[config.mk]
export PLATFORM = sky130hd
export DESIGN_NAME = escape_time_fractal_pixel
export DESIGN_NICKNAME = d
export VERILOG_FILES = /design/src/rtl/etfp_pkg.sv /design/src/rtl/escape_time_fractal_pixel.sv /design/src/rtl/etfp_cfg.sv /design/src/rtl/etfp_mul.sv
export SDC_FILE = /design/constraint.sdc
export NUM_CORES = 2
export LEC_CHECK = 0
export ABC_AREA = 1
export ABC_CLOCK_PERIOD_IN_PS = 21500
export BUFFER_PORTS_ARGS = -buffer_cell sky130_fd_sc_hd__clkbuf_2
export CAP_MARGIN = 20
export CORE_ASPECT_RATIO = 0.9
export CORE_MARGIN = 2
export CORE_UTILIZATION = 55
export CTS_BUF_LIST = sky130_fd_sc_hd__clkbuf_8
export DETAILED_ROUTE_END_ITERATION = 6
export GPL_ROUTABILITY_DRIVEN = 0
export GPL_TIMING_DRIVEN = 0
export HOLD_SLACK_MARGIN = 0.15
export PLACE_DENSITY_LB_ADDON = 0.15
export SLEW_MARGIN = 25
export SYNTH_ARGS = -nofsm -noshare
export SYNTH_HDL_FRONTEND = slang
export SYNTH_SLANG_ARGS = --single-unit
[constraint.sdc]
create_clock -name clk_i -period 21.5 [get_ports clk_i]
set_input_delay 3.225 -clock clk_i [delete_from_list [all_inputs] [get_ports clk_i]]
set_output_delay 3.225 -clock clk_i [all_outputs]
set_load 0.03 [all_outputs]
[src/rtl/etfp_pkg.sv]
// Package for the escape-time fractal pixel block: widths, register codes, saturation helpers.
`default_nettype none

package etfp_pkg;

  // fixed field widths
  localparam int unsigned COORD_W = 32;
  localparam int unsigned FIELD_W = 10;
  localparam int unsigned CNT_W   = 10;
  localparam int unsigned GREY_W  = 4;
  localparam int unsigned ADDR_W  = 3;
  localparam int unsigned S_TDATA_W = 24;
  localparam int unsigned M_TDATA_W = 16;

  // internal fixed point word and the shared multiplier split
  localparam int unsigned WORD_W = 48;
  localparam int unsigned EXT_W  = 50;
  localparam int unsigned MAG_W  = 47;
  localparam int unsigned HALF_W = 24;
  localparam int unsigned PROD_W = 94;

  localparam logic signed [WORD_W-1:0] MAG_MAX = 48'sh7FFF_FFFF_FFFF;
  localparam logic signed [EXT_W-1:0]  SAT_HI  = 50'sh0_7FFF_FFFF_FFFF;
  localparam logic signed [EXT_W-1:0]  SAT_LO  = -SAT_HI;

  // parameter defaults
  localparam int unsigned COORD_FRAC_BITS_DEF = 26;
  localparam int unsigned INDEX_BITS_DEF      = 10;
  localparam int unsigned ITER_BITS_DEF       = 10;

  localparam logic [CNT_W-1:0] MAX_ITER_RST = 10'd50;

  typedef enum logic [ADDR_W-1:0] {
    REG_ORIGIN_RE = 3'd0,
    REG_ORIGIN_IM = 3'd1,
    REG_STEP_RE   = 3'd2,
    REG_STEP_IM   = 3'd3,
    REG_MAX_ITER  = 3'd4
  } reg_idx_e;

  typedef struct packed {
    logic signed [COORD_W-1:0] origin_re;
    logic signed [COORD_W-1:0] origin_im;
    logic signed [COORD_W-1:0] step_re;
    logic signed [COORD_W-1:0] step_im;
    logic        [CNT_W-1:0]   max_iter;
  } cfg_t;

  typedef enum logic [3:0] {
    ST_IDLE,
    ST_SET_RE,
    ST_SET_IM,
    ST_CHECK,
    ST_MUL_XY,
    ST_UPDATE,
    ST_GO_XX,
    ST_MUL_XX,
    ST_MUL_YY,
    ST_FINISH
  } state_e;

  function automatic logic signed [EXT_W-1:0] ext50(input logic signed [WORD_W-1:0] v);
    ext50 = {{(EXT_W-WORD_W){v[WORD_W-1]}}, v};
  endfunction

  // symmetric saturation to +-(2^47 - 1)
  function automatic logic signed [WORD_W-1:0] sat48(input logic signed [EXT_W-1:0] v);
    if (v > SAT_HI) begin
      sat48 = MAG_MAX;
    end else if (v < SAT_LO) begin
      sat48 = -MAG_MAX;
    end else begin
      sat48 = v[WORD_W-1:0];
    end
  endfunction

  // 2x2 dither shade from count mod 4: 1, 9, 14 or 15
  function automatic logic [GREY_W-1:0] grey_cell(input logic [1:0] cnt_lsb);
    case (cnt_lsb)
      2'd0:    grey_cell = 4'd1;
      2'd1:    grey_cell = 4'd9;
      2'd2:    grey_cell = 4'd14;
      default: grey_cell = 4'd15;
    endcase
  endfunction

endpackage

`default_nettype wire

[src/rtl/escape_time_fractal_pixel.sv]
// Top level: escape-time fractal pixel with point setup, iteration sequencer and result register.
//
//  port group  dir  word layout (low bit first)
//  s_axis      in   column[9:0] row[19:10], pad to 24
//  m_axis      out  iteration_count[9:0] inside_set[10] mono_pixel[11] grey_cell[15:12]
//  cfg         in   cfg_addr_i selects register 0..4, cfg_wdata_i holds the value
//
// Per pixel: setup of both coordinates, then for each iteration a check that starts
// the product x*y on the one shared multiplier, the update, a multiplier start for x*x
// and, when x*x is done, the start of y*y; a final check, finish and idle close the
// pixel. Finish waits while the output register still holds a word.
// s_axis_tready is high only while idle; a finished word waits in the output
// register and the next pixel may be taken meanwhile.
// Reset: coordinates 0, iteration limit 50, no word pending.
`default_nettype none

module escape_time_fractal_pixel #(
  parameter int unsigned COORD_FRAC_BITS = etfp_pkg::COORD_FRAC_BITS_DEF,
  parameter int unsigned INDEX_BITS      = etfp_pkg::INDEX_BITS_DEF,
  parameter int unsigned ITER_BITS       = etfp_pkg::ITER_BITS_DEF
) (
  input  wire logic                           clk_i,
  input  wire logic                           rst_ni,
  input  wire logic                           s_axis_tvalid,
  output logic                                s_axis_tready,
  input  wire logic [etfp_pkg::S_TDATA_W-1:0] s_axis_tdata,   // column, row
  output logic                                m_axis_tvalid,
  input  wire logic                           m_axis_tready,
  output logic [etfp_pkg::M_TDATA_W-1:0]      m_axis_tdata,   // count, inside, mono, grey
  input  wire logic                           cfg_we_i,
  input  wire logic [etfp_pkg::ADDR_W-1:0]    cfg_addr_i,
  input  wire logic [etfp_pkg::COORD_W-1:0]   cfg_wdata_i
);

  localparam int unsigned WW = etfp_pkg::WORD_W;
  localparam int unsigned EW = etfp_pkg::EXT_W;
  localparam int unsigned FW = etfp_pkg::FIELD_W;
  localparam int unsigned CW = etfp_pkg::CNT_W;
  localparam int unsigned LW = (ITER_BITS > CW) ? ITER_BITS : CW;
  localparam logic [LW-1:0] CMAX = LW'((64'd1 << ITER_BITS) - 64'd1);
  localparam logic [EW-1:0] ESC  = EW'(64'd1 << (COORD_FRAC_BITS + 3));

  etfp_pkg::cfg_t   cfg;
  etfp_pkg::state_e state_q, state_d;

  logic [INDEX_BITS-1:0] col_q, row_q, idx_sel;
  logic signed [etfp_pkg::COORD_W-1:0] step_sel, org_sel;
  logic signed [INDEX_BITS+32:0]       sprod;
  logic signed [WW-1:0] coord;

  logic signed [WW-1:0] cx_q, cy_q, x_q, y_q, xq_q, yq_q, pxy_q;
  logic signed [WW-1:0] x_new, y_new, mul_a, mul_b, mul_p;
  logic                 mul_start, mul_done;
  logic [ITER_BITS-1:0] it_q, it_inc, limit;
  logic [LW-1:0]        max_ext, it_ext;
  logic [EW-1:0]        mag_sum;
  logic                 cont;

  logic                 out_valid_q, out_load;
  logic [CW-1:0]        cnt_out_q;
  logic                 inside_q, mono_q, inside_d;
  logic [etfp_pkg::GREY_W-1:0] grey_q;

  etfp_cfg u_cfg (
    .clk_i,
    .rst_ni,
    .cfg_we_i,
    .cfg_addr_i,
    .cfg_wdata_i,
    .cfg_o (cfg)
  );

  etfp_mul #(
    .COORD_FRAC_BITS (COORD_FRAC_BITS)
  ) u_mul (
    .clk_i,
    .rst_ni,
    .start_i (mul_start),
    .a_i     (mul_a),
    .b_i     (mul_b),
    .done_o  (mul_done),
    .p_o     (mul_p)
  );

  // point setup: one small multiply per axis
  assign idx_sel  = (state_q == etfp_pkg::ST_SET_RE) ? col_q : row_q;
  assign step_sel = (state_q == etfp_pkg::ST_SET_RE) ? cfg.step_re : cfg.step_im;
  assign org_sel  = (state_q == etfp_pkg::ST_SET_RE) ? cfg.origin_re : cfg.origin_im;
  assign sprod    = $signed({1'b0, idx_sel}) * step_sel;
  assign coord    = WW'(org_sel) + WW'(sprod);

  assign max_ext = LW'(cfg.max_iter);
  assign limit   = (max_ext > CMAX) ? ITER_BITS'(CMAX) : ITER_BITS'(max_ext);
  assign it_inc  = it_q + ITER_BITS'(1);
  assign mag_sum = EW'({1'b0, xq_q}) + EW'({1'b0, yq_q});
  assign cont    = (it_inc < limit) && (mag_sum < ESC);

  assign y_new = etfp_pkg::sat48(etfp_pkg::ext50(etfp_pkg::sat48(etfp_pkg::ext50(pxy_q) <<< 1))
                                 - etfp_pkg::ext50(cy_q));
  assign x_new = etfp_pkg::sat48(etfp_pkg::ext50(etfp_pkg::sat48(etfp_pkg::ext50(xq_q)
                                 - etfp_pkg::ext50(yq_q))) - etfp_pkg::ext50(cx_q));

  assign it_ext   = LW'(it_q);
  assign inside_d = (it_q == limit);

  always_comb begin
    state_d       = state_q;
    s_axis_tready = 1'b0;
    mul_start     = 1'b0;
    mul_a         = x_q;
    mul_b         = y_q;
    out_load      = 1'b0;
    unique case (state_q)
      etfp_pkg::ST_IDLE: begin
        s_axis_tready = 1'b1;
        if (s_axis_tvalid) state_d = etfp_pkg::ST_SET_RE;
      end
      etfp_pkg::ST_SET_RE: state_d = etfp_pkg::ST_SET_IM;
      etfp_pkg::ST_SET_IM: state_d = etfp_pkg::ST_CHECK;
      etfp_pkg::ST_CHECK: begin
        if (cont) begin
          mul_start = 1'b1;
          state_d   = etfp_pkg::ST_MUL_XY;
        end else begin
          state_d = etfp_pkg::ST_FINISH;
        end
      end
      etfp_pkg::ST_MUL_XY: begin
        if (mul_done) state_d = etfp_pkg::ST_UPDATE;
      end
      etfp_pkg::ST_UPDATE: state_d = etfp_pkg::ST_GO_XX;
      etfp_pkg::ST_GO_XX: begin
        mul_start = 1'b1;
        mul_b     = x_q;
        state_d   = etfp_pkg::ST_MUL_XX;
      end
      etfp_pkg::ST_MUL_XX: begin
        mul_a = y_q;
        if (mul_done) begin
          mul_start = 1'b1;
          state_d   = etfp_pkg::ST_MUL_YY;
        end
      end
      etfp_pkg::ST_MUL_YY: begin
        if (mul_done) state_d = etfp_pkg::ST_CHECK;
      end
      etfp_pkg::ST_FINISH: begin
        if (!out_valid_q || m_axis_tready) begin
          out_load = 1'b1;
          state_d  = etfp_pkg::ST_IDLE;
        end
      end
      default: state_d = etfp_pkg::ST_IDLE;
    endcase
  end

  always_ff @(posedge clk_i or negedge rst_ni) begin
    if (!rst_ni) begin
      state_q     <= etfp_pkg::ST_IDLE;
      out_valid_q <= 1'b0;
    end else begin
      state_q <= state_d;
      if (out_load) begin
        out_valid_q <= 1'b1;
      end else if (m_axis_tready) begin
        out_valid_q <= 1'b0;
      end
    end
  end

  always_ff @(posedge clk_i) begin
    if (s_axis_tready && s_axis_tvalid) begin
      col_q <= INDEX_BITS'(s_axis_tdata[FW-1:0]);
      row_q <= INDEX_BITS'(s_axis_tdata[2*FW-1:FW]);
    end
    if (state_q == etfp_pkg::ST_SET_RE) cx_q <= coord;
    if (state_q == etfp_pkg::ST_SET_IM) begin
      cy_q <= coord;
      x_q  <= '0;
      y_q  <= '0;
      xq_q <= '0;
      yq_q <= '0;
      it_q <= '0;
    end
    if (state_q == etfp_pkg::ST_CHECK) it_q <= it_inc;
    if (state_q == etfp_pkg::ST_MUL_XY && mul_done) pxy_q <= mul_p;
    if (state_q == etfp_pkg::ST_UPDATE) begin
      x_q <= x_new;
      y_q <= y_new;
    end
    if (state_q == etfp_pkg::ST_MUL_XX && mul_done) xq_q <= mul_p;
    if (state_q == etfp_pkg::ST_MUL_YY && mul_done) yq_q <= mul_p;
    if (out_load) begin
      cnt_out_q <= it_ext[CW-1:0];
      inside_q  <= inside_d;
      mono_q    <= !inside_d && (it_q[1:0] != 2'd0);
      grey_q    <= inside_d ? '0 : etfp_pkg::grey_cell(it_q[1:0]);
    end
  end

  assign m_axis_tvalid = out_valid_q;
  assign m_axis_tdata  = {grey_q, mono_q, inside_q, cnt_out_q};

  a_busy_after_accept: assert property (@(posedge clk_i) disable iff (!rst_ni)
    s_axis_tvalid && s_axis_tready |=> !s_axis_tready)
    else $error("input accepted while a pixel is in flight");

  a_inside_not_mono: assert property (@(posedge clk_i) disable iff (!rst_ni)
    m_axis_tvalid |-> !(m_axis_tdata[10] && m_axis_tdata[11]))
    else $error("pixel marked inside and plotted");

  a_inside_no_grey: assert property (@(posedge clk_i) disable iff (!rst_ni)
    m_axis_tvalid && m_axis_tdata[10] |-> m_axis_tdata[15:12] == 4'd0)
    else $error("grey cell set for inside pixel");

  a_mono_from_count: assert property (@(posedge clk_i) disable iff (!rst_ni)
    m_axis_tvalid && !m_axis_tdata[10] |-> m_axis_tdata[11] == (m_axis_tdata[1:0] != 2'd0))
    else $error("mono bit disagrees with count");

endmodule

`default_nettype wire

[src/rtl/etfp_cfg.sv]
// Configuration register file: coordinate origin, steps and iteration limit.
`default_nettype none

module etfp_cfg (
  input  wire logic                        clk_i,
  input  wire logic                        rst_ni,
  input  wire logic                        cfg_we_i,
  input  wire logic [etfp_pkg::ADDR_W-1:0] cfg_addr_i,
  input  wire logic [etfp_pkg::COORD_W-1:0] cfg_wdata_i,
  output etfp_pkg::cfg_t                   cfg_o
);

  etfp_pkg::cfg_t cfg_q, cfg_d;

  always_comb begin
    cfg_d = cfg_q;
    if (cfg_we_i) begin
      unique case (etfp_pkg::reg_idx_e'(cfg_addr_i))
        etfp_pkg::REG_ORIGIN_RE: cfg_d.origin_re = cfg_wdata_i;
        etfp_pkg::REG_ORIGIN_IM: cfg_d.origin_im = cfg_wdata_i;
        etfp_pkg::REG_STEP_RE:   cfg_d.step_re   = cfg_wdata_i;
        etfp_pkg::REG_STEP_IM:   cfg_d.step_im   = cfg_wdata_i;
        etfp_pkg::REG_MAX_ITER:  cfg_d.max_iter  = cfg_wdata_i[etfp_pkg::CNT_W-1:0];
        default: ;
      endcase
    end
  end

  always_ff @(posedge clk_i or negedge rst_ni) begin
    if (!rst_ni) begin
      cfg_q.origin_re <= '0;
      cfg_q.origin_im <= '0;
      cfg_q.step_re   <= '0;
      cfg_q.step_im   <= '0;
      cfg_q.max_iter  <= etfp_pkg::MAX_ITER_RST;
    end else begin
      cfg_q <= cfg_d;
    end
  end

  assign cfg_o = cfg_q;

endmodule

`default_nettype wire

[src/rtl/etfp_mul.sv]
// Shared saturating fixed point multiplier: four 24x24 partial products accumulated in turn.
`default_nettype none

module etfp_mul #(
  parameter int unsigned COORD_FRAC_BITS = etfp_pkg::COORD_FRAC_BITS_DEF
) (
  input  wire logic                              clk_i,
  input  wire logic                              rst_ni,
  input  wire logic                              start_i,
  input  wire logic signed [etfp_pkg::WORD_W-1:0] a_i,
  input  wire logic signed [etfp_pkg::WORD_W-1:0] b_i,
  output logic                                   done_o,
  output logic signed [etfp_pkg::WORD_W-1:0]      p_o
);

  localparam int unsigned HW = etfp_pkg::HALF_W;
  localparam int unsigned PW = etfp_pkg::PROD_W;
  localparam int unsigned MW = etfp_pkg::MAG_W;
  localparam int unsigned TOP = COORD_FRAC_BITS + MW;

  logic [MW-1:0]   mag_a_q, mag_b_q;
  logic            neg_q;
  logic [1:0]      cnt_q;
  logic            busy_q, done_q;
  logic [PW-1:0]   acc_q;

  logic signed [etfp_pkg::WORD_W-1:0] abs_a, abs_b;
  logic [HW-1:0]   op_a, op_b;
  logic [2*HW-1:0] pp;
  logic [PW-1:0]   pp_sh;
  logic            over;
  logic [MW-1:0]   mag_p;
  logic signed [etfp_pkg::WORD_W-1:0] res;

  assign abs_a = a_i[etfp_pkg::WORD_W-1] ? -a_i : a_i;
  assign abs_b = b_i[etfp_pkg::WORD_W-1] ? -b_i : b_i;

  assign op_a = cnt_q[1] ? {1'b0, mag_a_q[MW-1:HW]} : mag_a_q[HW-1:0];
  assign op_b = cnt_q[0] ? {1'b0, mag_b_q[MW-1:HW]} : mag_b_q[HW-1:0];
  assign pp   = op_a * op_b;

  always_comb begin
    case (cnt_q)
      2'd0:    pp_sh = PW'(pp);
      2'd3:    pp_sh = PW'(pp) << (2*HW);
      default: pp_sh = PW'(pp) << HW;
    endcase
  end

  always_ff @(posedge clk_i or negedge rst_ni) begin
    if (!rst_ni) begin
      busy_q <= 1'b0;
      done_q <= 1'b0;
      cnt_q  <= '0;
    end else begin
      done_q <= 1'b0;
      if (start_i) begin
        busy_q <= 1'b1;
        cnt_q  <= '0;
      end else if (busy_q) begin
        cnt_q <= cnt_q + 2'd1;
        if (cnt_q == 2'd3) begin
          busy_q <= 1'b0;
          done_q <= 1'b1;
        end
      end
    end
  end

  always_ff @(posedge clk_i) begin
    if (start_i) begin
      mag_a_q <= abs_a[MW-1:0];
      mag_b_q <= abs_b[MW-1:0];
      neg_q   <= a_i[etfp_pkg::WORD_W-1] ^ b_i[etfp_pkg::WORD_W-1];
      acc_q   <= '0;
    end else if (busy_q) begin
      acc_q <= acc_q + pp_sh;
    end
  end

  // truncate toward zero, saturate on magnitude overflow
  assign over  = |acc_q[PW-1:TOP];
  assign mag_p = acc_q[TOP-1:COORD_FRAC_BITS];
  assign res   = over ? etfp_pkg::MAG_MAX : $signed({1'b0, mag_p});
  assign p_o   = neg_q ? -res : res;
  assign done_o = done_q;

endmodule

`default_nettype wire
==> After elaboration in Yosys (flattened, before gate mapping) <==
Cells that the tools add are included.
{ "word_totals": {"reg_bits": 710, "latchBits": 0, "ramBits": 0, "rom_bits": 0, "input_bits": 64, "output_inout_bits": 18, "word_cells": 154, "mem_count": 0} }
{ "op_classes": {"n_addsub": 11, "multipliers": 2, "div_mod_pow": 0, "n_lt_le_gt_ge": 11, "eq_ne": 22, "shift": 0, "muxes": 52, "n_bitwise": 1, "reduce_logical": 27} }
{ "op_table": {"columns": ["cell", "n"], "rows": [
  ["48-bit two-way mux", 16],
  ["49-bit by 48-bit > comparator with 1-bit output (second input constant)", 4],
  ["49-bit by 48-bit < comparator with 1-bit output (second input constant)", 4],
  ["94-bit one-hot mux with 2 select lines", 1],
  ["47-bit two-way mux", 3],
  ["48-bit by 44-bit subtractor with 49-bit output", 2],
  ["94-bit adder", 1],
  ["47-bit negation", 2],
  ["32-bit two-way mux", 2],
  ["48-bit by 48-bit adder with 49-bit output", 1],
  ["49-bit by 30-bit < comparator with 1-bit output (second input constant)", 1],
  ["48-bit by 48-bit subtractor with 49-bit output", 1],
  ["24-bit by 24-bit multiplier with 48-bit output", 1],
  ["24-bit two-way mux", 2],
  ["48-bit negation", 1],
  ["32-bit by 43-bit adder with 44-bit output", 1],
  ["11-bit by 32-bit multiplier with 43-bit output", 1],
  ["10-bit two-way mux", 4],
  ["4-bit one-hot mux with 10 select lines", 1],
  ["4-bit two-way mux", 6],
  ["21-bit OR reduction", 1],
  ["4-bit by 3-bit == test with 1-bit output (second input constant)", 4],
  ["2-bit nonzero test", 7],
  ["1-bit two-way mux", 13],
  ["27 further kinds", 46]
]} }

==> Depth between registers and ports, before layout <==
{ "depth": {"ltp_word": 9, "mapped_depth": 58} }

==> Cells and area by module <==
A second synthesis with hierarchy kept.
{ "hier_totals": {"cells_unflattened": 12723, "hier_area_um2": 88795.2} }
{ "by_module_without_submodules": {"columns": ["module", "instances", "cells_per_inst", "area_each_um2", "seq_area_each_um2"], "rows": [
  ["escape_time_fractal_pixel", 1, 6341, 44202.4, 11325.9],
  ["etfp_mul", 1, 5775, 39155.1, 4834.6],
  ["etfp_cfg", 1, 607, 5437.7, 3457.1]
]} }

==> Worst setup path before layout <==
Ideal clock, no wire load.
{ "synth_path": {"path_type": "register to register", "from": "register u_mul.cnt_q[1]", "to": "register u_mul.acc_q[91]", "setup_ns": 0.182, "arrival_ns": 9.040, "required_time_ns": 21.318, "setup_slack_ns": 12.278, "stages_incl_launch_ff": 48, "period_less_slack_ns": 9.222, "path_cell_list": "dfrtp_1 clkbuf_1 inv_1 clkbuf_1 or2_2 o21ai_1 inv_1 clkbuf_1 nand2_1 fa_1 fa_1 inv_1 fa_1 fa_1 fa_1 fa_1 inv_1 fa_1 [12 not listed] o22ai_1 ha_1 clkbuf_1 nand2_1 nor2_1 inv_1 nor2_1 inv_1 nor2_1 nand3_1 o21ai_0 nand4_1 nand2_1 nand2_1 nand3_1 nand2_1 inv_1 nor2_1"} }
{ "synth_between": {"elab_chain_len": 4} }
{ "synth_lines": {"columns": ["element", "line_no", "source"], "rows": [
  ["from (decl)", "etfp_mul.sv:23", "logic [1:0] cnt_q;"],
  ["from (signal assigned)", "etfp_mul.sv:61", "cnt_q <= cnt_q + 2'd1;"],
  ["24-bit two-way mux", "etfp_mul.sv:38", "assign op_a = cnt_q[1] ? {1'b0, mag_a_q[MW-1:HW]} : mag_a_q[HW-1:0];"],
  ["24-bit by 24-bit multiplier with 48-bit output", "etfp_mul.sv:40", "assign pp = op_a * op_b;"],
  ["94-bit one-hot mux with 2 select lines (*)", "etfp_mul.sv:43", "case (cnt_q)"],
  ["94-bit adder (*)", "etfp_mul.sv:77", "acc_q <= acc_q + pp_sh;"],
  ["to (signal assigned)", "etfp_mul.sv:77", null],
  ["to (decl)", "etfp_mul.sv:25", "logic [PW-1:0] acc_q;"]
]} }
Mark *: on every way between the ends. The rest lies on a longest branch, timed or not.
A chain may end at the register's enable or synchronous reset.

==> Worst setup path in the final report <==
Same ends and word-level chain as after synthesis.

==> results.json <==
{
  "hold_class": "flip-flop to flip-flop",
  "die_w_um": 423,
  "skew_ns": 0.129,
  "cpPeakStageDelay_ns": 0.86,
  "die_area_sq_um": 161000,
  "hpwl_um": 258000,
  "worstSetupStartpointType": "flip-flop",
  "via_count": 82400,
  "firstDrtPassIters": 7,
  "first_iter_violations": 10500,
  "start_util_pct": 55.3,
  "worstSetupPathType": "flip-flop to flip-flop",
  "multi_input_area_sq_um": 56700,
  "rr_endpoint": "u_mul.acc_q[91]$_SDFFE_PP0P_",
  "htreeDepth": 3,
  "netlist_area_sq_um": 86900,
  "synth_compound_area_share_pct": 10.2,
  "cp-startpoint": "u_mul.cnt_q[1]$_DFFE_PN0P_",
  "yosys.area_share.adder_pct": 26.6,
  "final_nets": 13800,
  "cts.path.max_buffers": 3,
  "ios": 82,
  "synth_seq_cells": 709,
  "avgSynthCellArea_sq_um": 7.16,
  "cts_buffers": 120,
  "wire_per_inst_um": 20.8,
  "clockRootBuffer": "clkbuf_8",
  "cp-end-kind": "flip-flop",
  "synth_top_family_by_area": "adder cells",
  "synth_top_area_share_pct": 18.3,
  "core_sq_um": 157000,
  "portBuffers": 77,
  "clk_latency_ns": 0.96,
  "crit_slowest_cell": "clkbuf_1",
  "period_needed_ns": 13.35,
  "cts_tree": "done",
  "tightest_slew_ns": 1.27,
  "grt_start_max_net_pins": 82,
  "fill_cells": 14900,
  "reg2reg_slack_ns": 8.15,
  "fin_crit_sh_pct": 62.1,
  "holdBufCountCts": 0,
  "cap_violations": 0,
  "post_cts_resized": 0,
  "finalSetupViolCount": 0,
  "syn2layout_area_growth_pct": 6.83,
  "synthArstFlopShare_pct": 20.7,
  "crit_top_cell": "inv_1",
  "tns_ns": 0,
  "cp.arrival_ns": 14.14,
  "first_global_vias": 78900,
  "drt_wl_total_um": 303000,
  "synth_xor_xnor_area_share_pct": 3.30,
  "regArea_sq_um": 19600,
  "reg2reg_from": "u_mul.cnt_q[1]$_DFFE_PN0P_",
  "min_from": "u_cfg.cfg_o[88]$_DFFE_PN0P_",
  "worstPathMaxFanout": 10,
  "slew-limit-headroom_pct": 14.7,
  "hold-path-cell-count": 2,
  "dp_slack_ns": 8.90,
  "synth_nets": 13600,
  "synth_edf_count": 468,
  "synth_mux_area_share_pct": 0.392,
  "synthFlopType": "edfxtp_1",
  "critical_path_required_ns": 22.29,
  "cts_setup_buffers": 0,
  "drc": 234,
  "grt_pass1_wl_um": 461000,
  "die_height_um": 381,
  "fin_hold_ws_ns": 0.484,
  "ys_types": 73,
  "drive_gt1_share_pct": 4.66,
  "postSynthCellCount": 12100,
  "synth_warnings": 0,
  "clkSinkCount": 709,
  "viasPerCell": 5.66,
  "synth_common_cells": "nand2_1, inv_1, nor2_1, fa_1, a21oi_1",
  "r2r_cells": 46,
  "synthSimpleGateAreaFrac_pct": 24.8,
  "status": "finished, violations left",
  "violations": "DRC",
  "ant_nets": 0,
  "antenna_found_initial": 13,
  "yosys-top-cells-area": "fa_1, edfxtp_1, nand2_1",
  "synth_top_cell_by_area": "fa_1",
  "rsz0062_at_grt": "false",
  "row_count": 138,
  "clock.fmax_mhz": 74.9,
  "layout_setup_ws_ns": 8.15,
  "clk_pin_slew_ns": 0.07,
  "hold_viol": 0,
  "grt_overflow": 0,
  "grt_usage_pct": 37.3,
  "final_max_slew_viol_count": 0,
  "ys_seq_area_share_pct": 22.6,
  "hold_end": "u_cfg.cfg_o[88]$_DFFE_PN0P_",
  "yosys.cell_count.top_type": "nand2_1"
}
critical path, delay by kind of cell, from the launching register on:
kind / cells / cell delay (ns)
buffers and inverters: 12 / 2.60
AOI/OAI and AO/OA: 9 / 2.99
DFF: 1 / 0.35
adders and majority gates: 9 / 4.47
xor gates and xnor gates: 1 / 0.74
and+or+nand+nor: 15 / 2.04
kinds of logic (layout without fill, tap and decap cells):
logic type,after synthesis,in the layout
muxes,34,34
and+or+nand+nor,5313,5313
DFF,709,709
AOI/OAI and AO/OA,1627,1627
xor gates and xnor gates,327,327
buffers and inverters,2761,3074
adders and majority gates,1368,1368
other,0,10
worst max path at each step:
stage / end / slack, ns / cells after the start
final: u_mul.acc_q[91]$_SDFFE_PP0P_ / 8.15 / 46
after global routing: u_mul.acc_q[80]$_SDFFE_PP0P_ / 7.74 / 46
after CTS: u_mul.acc_q[91]$_SDFFE_PP0P_ / 8.83 / 47
after detailed placement: u_mul.acc_q[91]$_SDFFE_PP0P_ / 8.90 / 47
after global placement: u_mul.acc_q[91]$_SDFFE_PP0P_ / 8.73 / 49
after floorplan: u_mul.acc_q[91]$_SDFFE_PP0P_ / 12.28 / 47
placed cells by master, fill, tap and decap left out, types with 144 or more instances in the layout:
cell / instances
clkbuf_1: 230
dfrtp_1: 144
nand2_1: 2892
fa_1: 794
inv_1: 2432
nor2_1: 1658
ha_1: 574
nand3_1: 315
xor2_1: 186
o21ai_0: 599
a21oi_1: 639
edfxtp_1: 468
metal layers:
| layer | routed length, um | vias to the layer above | track usage [%] |
|---|---|---|---|
| li1 | - | 38000 | - |
| met3 | 37800 | 997 | 10.9 |
| met1 | 121000 | 38600 | 49.9 |
| met5 | 103 | - | 0.119 |
| met4 | 19600 | 16 | 19.5 |
| met2 | 125000 | 4735 | 54.7 |
cell type report:
cell class                 count  share of cell area (%)
antenna                       10                  0.0270
buffer                       319                    1.59
clock buffer                 134                    1.99
clock inverter                86                   0.759
inverter                    2442                    9.88
multi-input combinational   8669                    61.1
sequential                   709                    21.1
tap                         2100                    2.83
timing repair buffer          93                   0.679
sequential cells by signal, indices dropped and copies added (netlist names), 48 cells and up:
register     count
xq_q            48
yq_q            48
pxy_q           48
y_q             48
u_cfg.cfg_o    138
x_q             48
u_mul.acc_q     94
stage by stage:
step | instance area (sq um) | utilization [%] | instances
2_1_floorplan | 86900 | - | 12100
3_3_place_gp | 89900 | 57.2 | 14300
3_5_place_dp | 90200 | 57.4 | 14300
4_1_cts | 92800 | 59.1 | 14600
5_1_grt | 92800 | 59.1 | 14600
6_report | 92800 | 59.1 | 14600
Power is not shown: default switching activity piles up to over one toggle a cycle in this logic, so the estimate is an artifact.
